## src/rtl/pli_pkg.sv

```systemverilog
package pli_pkg;

    localparam int DATA_W = 32;
    localparam int CNT_W  = 11;
    localparam int IDX_W  = 10;

    // grid depth; the index and count port widths are sized for it
    localparam int MAX_POINTS = 1024;

    localparam logic CMD_WRITE = 1'b0;
    localparam logic CMD_QUERY = 1'b1;

    // controller -> datapath
    typedef struct packed {
        logic latch_query;
        logic rd_lo;
        logic rd_hi;
        logic rd_start;
        logic load_start;
        logic step;
        logic load_end;
        logic setup_math;
        logic mul_lo;
        logic mul_hi;
        logic div_start;
        logic out_zero;
        logic out_oerr;
        logic out_val;
    } t_dp_cmd;

    // datapath -> controller
    typedef struct packed {
        logic in_grid;
        logic below;
        logic advance;
        logic div_done;
    } t_dp_stat;

endpackage

```

## src/rtl/pli_ctrl.sv

```systemverilog
// Query sequencer: grid bounds, segment walk, multiply, divide, result.
module pli_ctrl (
    input  logic              i_clk,
    input  logic              i_rst_n,
    input  logic              i_query,
    input  pli_pkg::t_dp_stat i_stat,
    output pli_pkg::t_dp_cmd  o_cmd,
    output logic              o_busy,
    output logic              o_valid
);
    import pli_pkg::*;

    typedef enum logic [3:0] {
        S_IDLE, S_LO, S_HI, S_ST, S_CHK, S_WALK,
        S_MATH, S_MLO, S_MHI, S_SUM, S_DIV
    } t_state;

    t_state r_state, n_state;
    logic   r_valid, n_valid;

    always_comb begin
        o_cmd   = '0;
        n_state = r_state;
        n_valid = 1'b0;
        case (r_state)
            S_IDLE: begin
                if (i_query) begin
                    o_cmd.latch_query = 1'b1;
                    n_state = S_LO;
                end
            end
            S_LO: begin
                o_cmd.rd_lo = 1'b1;
                n_state = S_HI;
            end
            S_HI: begin
                o_cmd.rd_hi = 1'b1;
                n_state = S_ST;
            end
            S_ST: begin
                o_cmd.rd_start = 1'b1;
                n_state = S_CHK;
            end
            S_CHK: begin
                o_cmd.load_start = 1'b1;
                if (!i_stat.in_grid) begin
                    o_cmd.out_zero = 1'b1;
                    n_valid = 1'b1;
                    n_state = S_IDLE;
                end else if (i_stat.below) begin
                    o_cmd.out_oerr = 1'b1;
                    n_valid = 1'b1;
                    n_state = S_IDLE;
                end else begin
                    n_state = S_WALK;
                end
            end
            S_WALK: begin
                if (i_stat.advance) begin
                    o_cmd.step = 1'b1;
                end else begin
                    o_cmd.load_end = 1'b1;
                    n_state = S_MATH;
                end
            end
            S_MATH: begin
                o_cmd.setup_math = 1'b1;
                n_state = S_MLO;
            end
            S_MLO: begin
                o_cmd.mul_lo = 1'b1;
                n_state = S_MHI;
            end
            S_MHI: begin
                o_cmd.mul_hi = 1'b1;
                n_state = S_SUM;
            end
            S_SUM: begin
                o_cmd.div_start = 1'b1;
                n_state = S_DIV;
            end
            S_DIV: begin
                if (i_stat.div_done) begin
                    o_cmd.out_val = 1'b1;
                    n_valid = 1'b1;
                    n_state = S_IDLE;
                end
            end
            default: n_state = S_IDLE;
        endcase
    end

    always_ff @(posedge i_clk) begin
        if (!i_rst_n) begin
            r_state <= S_IDLE;
            r_valid <= 1'b0;
        end else begin
            r_state <= n_state;
            r_valid <= n_valid;
        end
    end

    assign o_busy  = (r_state != S_IDLE);
    assign o_valid = r_valid;

endmodule

```

## config.mk

```make
export PLATFORM = sky130hd
export DESIGN_NAME = pli_ctrl
export DESIGN_NICKNAME = d
export VERILOG_FILES = /design/src/rtl/pli_pkg.sv /design/src/rtl/pli_ctrl.sv
export SDC_FILE = /design/constraint.sdc
export NUM_CORES = 1
export LEC_CHECK = 0
export BUFFER_PORTS_ARGS = -buffer_cell sky130_fd_sc_hd__buf_2
export CAP_MARGIN = 20
export CORE_AREA = 2 2 39 41
export DETAILED_ROUTE_END_ITERATION = 10
export DIE_AREA = 0 0 41 43
export PLACE_DENSITY = 0.59
export SKIP_CTS_REPAIR_TIMING = 1
export SLEW_MARGIN = 20
export SYNTH_ARGS = -nofsm -noshare
export SYNTH_HDL_FRONTEND = slang
export SYNTH_SLANG_ARGS = --single-unit
```

## constraint.sdc

```tcl
create_clock -name i_clk -period 1.6 [get_ports i_clk]
set_clock_uncertainty 0.05 [all_clocks]
set_input_delay 0.16 -clock i_clk [delete_from_list [all_inputs] [get_ports i_clk]]
set_output_delay 0.16 -clock i_clk [all_outputs]
set_load 0.02 [all_outputs]
```

# Word-level counts from Yosys, hierarchy flattened
# Index checks and enable logic that the tools add are counted.
# W data, S select, Z words.
[word_totals] ff_bits=5 input_bits=7 output_inout_bits=16 elab_cells=45
[classes] eq_ne=13 muxes=27 reduce_logical=3
[op_table] cell="$pmux W4 S11" count=1
[op_table] cell="$mux W1" count=18
[op_table] cell="$eq A4 B3 Y1 const B" count=4
[op_table] cell="$mux W4" count=4
[op_table] cell="$eq A4 B4 Y1 const B" count=3
[op_table] cell="$eq A4 B2 Y1 const B" count=2
[op_table] cell="$ne A2 B2 Y1 const B" count=3
[op_table] cell="$eq A4 B1 Y1 const B" count=1
[op_table] cell="$logic_not A4 Y1" count=1
[op_table] cell="$mux W2" count=2
[op_table] cell="$reduce_bool A4 Y1" count=1
[op_table] cell="$mux W3" count=1
[op_table] cell="$reduce_and A3 Y1" count=1
[op_table] cell="$pmux W1 S2" count=1

# Logic depth before layout (Yosys ltp)
[logic_depth] word_depth=3 mapped_depth=4 depth_no_buf=3

# Worst setup path after synthesis
# No wires, ideal clock.
[synth_timing] kind="register to register" startpoint="reg r_state[2]" endpoint="reg r_state[0]" t_arrival_ns=1.484 slack_ns=0.005 stages_incl_launch_ff=5 n_path_buf=1 path_cell_list="dfxtp_1 > buf_4 > inv_2 > nor4_1 > o21a_1"
[synth_via] elab_chain_cells=3 word_cells_on_any_way=16 classes_between="eq/ne: 13; mux: 1; reduce/logical: 2"
[synth_rtl] item="from (decl)" line_no="pli_ctrl.sv:18" source="t_state r_state, n_state;"
[synth_rtl] item="from (signal assigned)" line_no="pli_ctrl.sv:98" source="r_state <= n_state;"
[synth_rtl] item="$eq A4 B3 Y1, or another cell as far along" line_no="pli_ctrl.sv:25" source="case (r_state)"
[synth_rtl] item="$ne A2 B2 Y1 (no line)"
[synth_rtl] item="$reduce_and A3 Y1 (no line)"
# Several ways; a longest one is shown, not always the timed one.
# A chain may end at the register's enable or synchronous reset.

==> flow_summary.rst <==
.. list-table::
   :header-rows: 1

   * - Metric
     - Value
   * - Reported max-cap violation count
     - 0
   * - Layout net count
     - 91
   * - Vias per cell
     - 4.949
   * - Post-Synthesis Cells
     - 55
   * - Cell total after placement
     - 95
   * - Nature of the critical path endpoint
     - primary output
   * - Launch instance of the worst min-delay path
     - i_rst_n
   * - FF-to-FF setup slack
     - 0.22 ns
   * - Via count
     - 490
   * - Clock network power share
     - 0.372
   * - R2r worst-path depth
     - 4
   * - Drt pass-1 iters
     - 4
   * - Sequential cell area fraction in the yosys report
     - 0.2432
   * - Synthesis-to-layout area growth
     - 52.28%
   * - Internal power consumption
     - 0.2703 mW
   * - Sink count of the clock tree
     - 5
   * - DP Wirelength
     - 796.9 µm
   * - Total non-filler cell area in the finished layout
     - 626.9 µm²
   * - Fin Hold WS
     - 0.1205 ns
   * - Drt drc
     - 0
   * - Crit Path Category
     - flop to primary output
   * - Placed cell areas
     - 555.5 µm²
   * - Clock tree from TritonCTS
     - built
   * - Final global-route overflow total
     - 0
   * - Final worst-path setup slack
     - -0.05230 ns
   * - Antenna violations before repair
     - 0
   * - Max Freq
     - 605.2 MHz
   * - Register bit total from synthesis
     - 5
   * - Highest net fanout along the worst path
     - 3
   * - Final number of hold-violating endpoints
     - 0
   * - Row cnt
     - 14
   * - Root buf cell
     - sky130_fd_sc_hd__clkbuf_4
   * - Height of the chip
     - 43 µm
   * - Sequential power share
     - 0.334
   * - Class of the tightest hold or removal check
     - input pin to flop
   * - Fin crit share
     - 1.033
   * - Number of antenna cells inserted
     - 0
   * - Type of element launching the critical path
     - flop
   * - Combinational share of power
     - 0.293
   * - Routed WL per cell
     - 10.95 µm
   * - Clk_lat worst skew
     - 0.25 ns
   * - Worst Hold Depth
     - 2
   * - Maximum vdd ir drop
     - 0.3828 mV
   * - First-pass GRT wire length
     - 1669 µm
   * - CP arrival
     - 1.44 ns
   * - Switching share of total power
     - 0.3248
   * - Setup repair after global routing missed its margin
     - true
   * - # setup viols final
     - 1
   * - ANT nets after route
     - 0
   * - Static leakage
     - 0.3105 nW
   * - Syn Nets
     - 62
   * - Starting DRT DRC Count
     - 7
   * - Boundary pin count
     - 23
   * - TNS Setup
     - -0.05230 ns
   * - Overall die width
     - 41 µm
   * - Mapped Avg Cell Area
     - 7.484 µm²
   * - H-tree depth reported by CTS
     - 1
   * - Warning count from the yosys run
     - 0
   * - Violations in the final reports
     - setup timing
   * - Power Dens Cells
     - 638.6 nW/µm²
   * - Max_slew headroom
     - 0.7853
   * - Count of different cell masters after synthesis
     - 25
   * - CTS max path bufs
     - 2
   * - Outcome
     - finished with violations
   * - Endpoint of the worst hold-timing path
     - r_state[0]
   * - Required time of the critical path
     - 1.39 ns
   * - Fin cells
     - 99
   * - Slew at the pin closest to its max-slew limit
     - 0.3209 ns
   * - Initial Utilization
     - 0.2975
   * - Area of the die
     - 1763 µm²
   * - Final routed wirelength across all metal layers
     - 1084 µm
   * - Clock period minus final worst setup slack
     - 1.652 ns
   * - Final Max Tran Viols
     - 0
   * - Number of port buffers
     - 22
   * - Number of global-route vias before repair
     - 434
   * - Critical register-to-register path endpoint
     - r_state[0]
   * - Total standard cell area after synthesis
     - 411.6 µm²
   * - Final weighted congestion in routability-driven placement
     - 0.7685
   * - Clock input transition at the sequential cells of the worst setup and hold paths
     - 0.05 ns
   * - Number of buffers created by CTS
     - 3
   * - Reg2Reg Launch Point
     - r_state[3]
   * - Proportion of layout cells with a drive suffix above 1
     - 0.5060
   * - Core region area
     - 1384 µm²
   * - Pin count of the biggest net entering global routing
     - 14
   * - Total Routing Usage GR
     - 0.1416
   * - Total net switching power
     - 0.1300 mW
-- layer usage --
layer | vias up | GRT usage | share of wire
li1 | 247 | - | -
met1 | 224 | 0.1608 | 0.41
met2 | 17 | 0.2188 | 0.52
met3 | 2 | 0.03141 | 0.052
met4 | 0 | 0.1000 | 0.011
met5 | - | 0 | 0
-- power by group through the flow --
stage	Combinational (mW)	Sequential (mW)	Clock, mW
final	0.117	0.134	0.149
after global routing	0.130	0.134	0.164
after CTS	0.110	0.133	0.152
after detailed placement	0.109	0.136	0
after global placement	0.108	0.136	0
after floorplan	0.0767	0.137	0
-- metrics by stage --
step | utilization | setup WS, ns | total power, mW
after floorplan | - | 0.005453 | 0.2134
after global placement | 0.4014 | 0.2033 | 0.2437
after detailed placement | 0.4014 | 0.1947 | 0.2446
after CTS | 0.4204 | -0.06645 | 0.3952
after global routing | 0.4530 | -0.1030 | 0.4282
final | 0.4530 | -0.05230 | 0.4003
-- state kept, by name, indices dropped and copies added, names as in the netlist --
name     cells
o_valid      1
r_state      4
-- cell type report --
class                           count  area [µm²]
Sequential cell                     5       101.3
Clock buffer                        4       26.28
Fill cell                         155       757.0
Inverter                            5       18.77
Tap cell                           16       20.02
Timing Repair Buffer               28       166.4
Multi-Input combinational cell     41       294.0
-- cell usage in the layout (no fill, tap or decap), types with 2 or more instances in the layout --
| master | count |
|---|---|
| sky130_fd_sc_hd__and3_1 | 2 |
| sky130_fd_sc_hd__buf_2 | 19 |
| sky130_fd_sc_hd__buf_4 | 8 |
| sky130_fd_sc_hd__clkbuf_4 | 3 |
| sky130_fd_sc_hd__dfxtp_1 | 4 |
| sky130_fd_sc_hd__inv_1 | 3 |
| sky130_fd_sc_hd__inv_2 | 2 |
| sky130_fd_sc_hd__nand2_1 | 4 |
| sky130_fd_sc_hd__nor2_1 | 8 |
| sky130_fd_sc_hd__nor3_1 | 3 |
| sky130_fd_sc_hd__o21a_1 | 3 |
| sky130_fd_sc_hd__o21ai_0 | 4 |
-- synthesized netlist by cell type --
| cell type | n | area (µm²) |
|---|---|---|
| sky130_fd_sc_hd__nand3_1 | 1 | 5.000 |
| sky130_fd_sc_hd__and3b_1 | 1 | 8.760 |
| sky130_fd_sc_hd__nand3b_1 | 1 | 7.510 |
| sky130_fd_sc_hd__mux2_4 | 1 | 15.01 |
| sky130_fd_sc_hd__buf_6 | 1 | 11.26 |
| sky130_fd_sc_hd__buf_4 | 2 | 15.01 |
| sky130_fd_sc_hd__nand2_1 | 4 | 15.01 |
| sky130_fd_sc_hd__and3_1 | 3 | 18.77 |
| sky130_fd_sc_hd__or3b_1 | 1 | 8.760 |
| sky130_fd_sc_hd__a21oi_1 | 1 | 5.000 |
| sky130_fd_sc_hd__nand2b_1 | 2 | 12.51 |
| sky130_fd_sc_hd__o21ai_0 | 4 | 20.02 |
| sky130_fd_sc_hd__nor4_1 | 2 | 12.51 |
| sky130_fd_sc_hd__inv_2 | 2 | 7.510 |
| sky130_fd_sc_hd__nor2_1 | 8 | 30.03 |
| sky130_fd_sc_hd__inv_1 | 3 | 11.26 |
| sky130_fd_sc_hd__dfxtp_1 | 5 | 100.1 |
| sky130_fd_sc_hd__nor2b_1 | 1 | 6.260 |
| sky130_fd_sc_hd__nor3_1 | 4 | 20.02 |
| sky130_fd_sc_hd__o21a_1 | 3 | 22.52 |
| sky130_fd_sc_hd__a221oi_2 | 1 | 15.01 |
| sky130_fd_sc_hd__or4b_4 | 1 | 13.76 |
| sky130_fd_sc_hd__buf_2 | 1 | 5.000 |
| sky130_fd_sc_hd__mux2i_1 | 1 | 10.01 |
| sky130_fd_sc_hd__a2111oi_2 | 1 | 15.01 |
-- critical path, cell delays in order (launching register included) --
cell and delay [ns]:
sky130_fd_sc_hd__dfxtp_2 0.31, sky130_fd_sc_hd__or4b_4 0.54, sky130_fd_sc_hd__inv_2 0.07, sky130_fd_sc_hd__and3_4 0.17, sky130_fd_sc_hd__buf_6 0.11
-- worst max path at each step --
stage	start	to	depth (start not counted)
after floorplan	r_state[2]	r_state[0]	4
after global placement	r_state[1]	o_cmd[1]	4
after detailed placement	r_state[1]	o_cmd[1]	4
after CTS	r_state[1]	o_cmd[1]	4
after global routing	r_state[0]	o_cmd[1]	4
final	r_state[0]	o_cmd[1]	4
-- cells by family (layout without fill, tap and decap cells) --
group,count (synthesis),count (layout),synth area share
compound gates,10,10,0.1884
simple gates,29,29,0.3860
flops,5,5,0.2432
mux,2,2,0.06078
buf+inv,9,37,0.1216
Note: power is estimated with default switching activity, not from simulation.
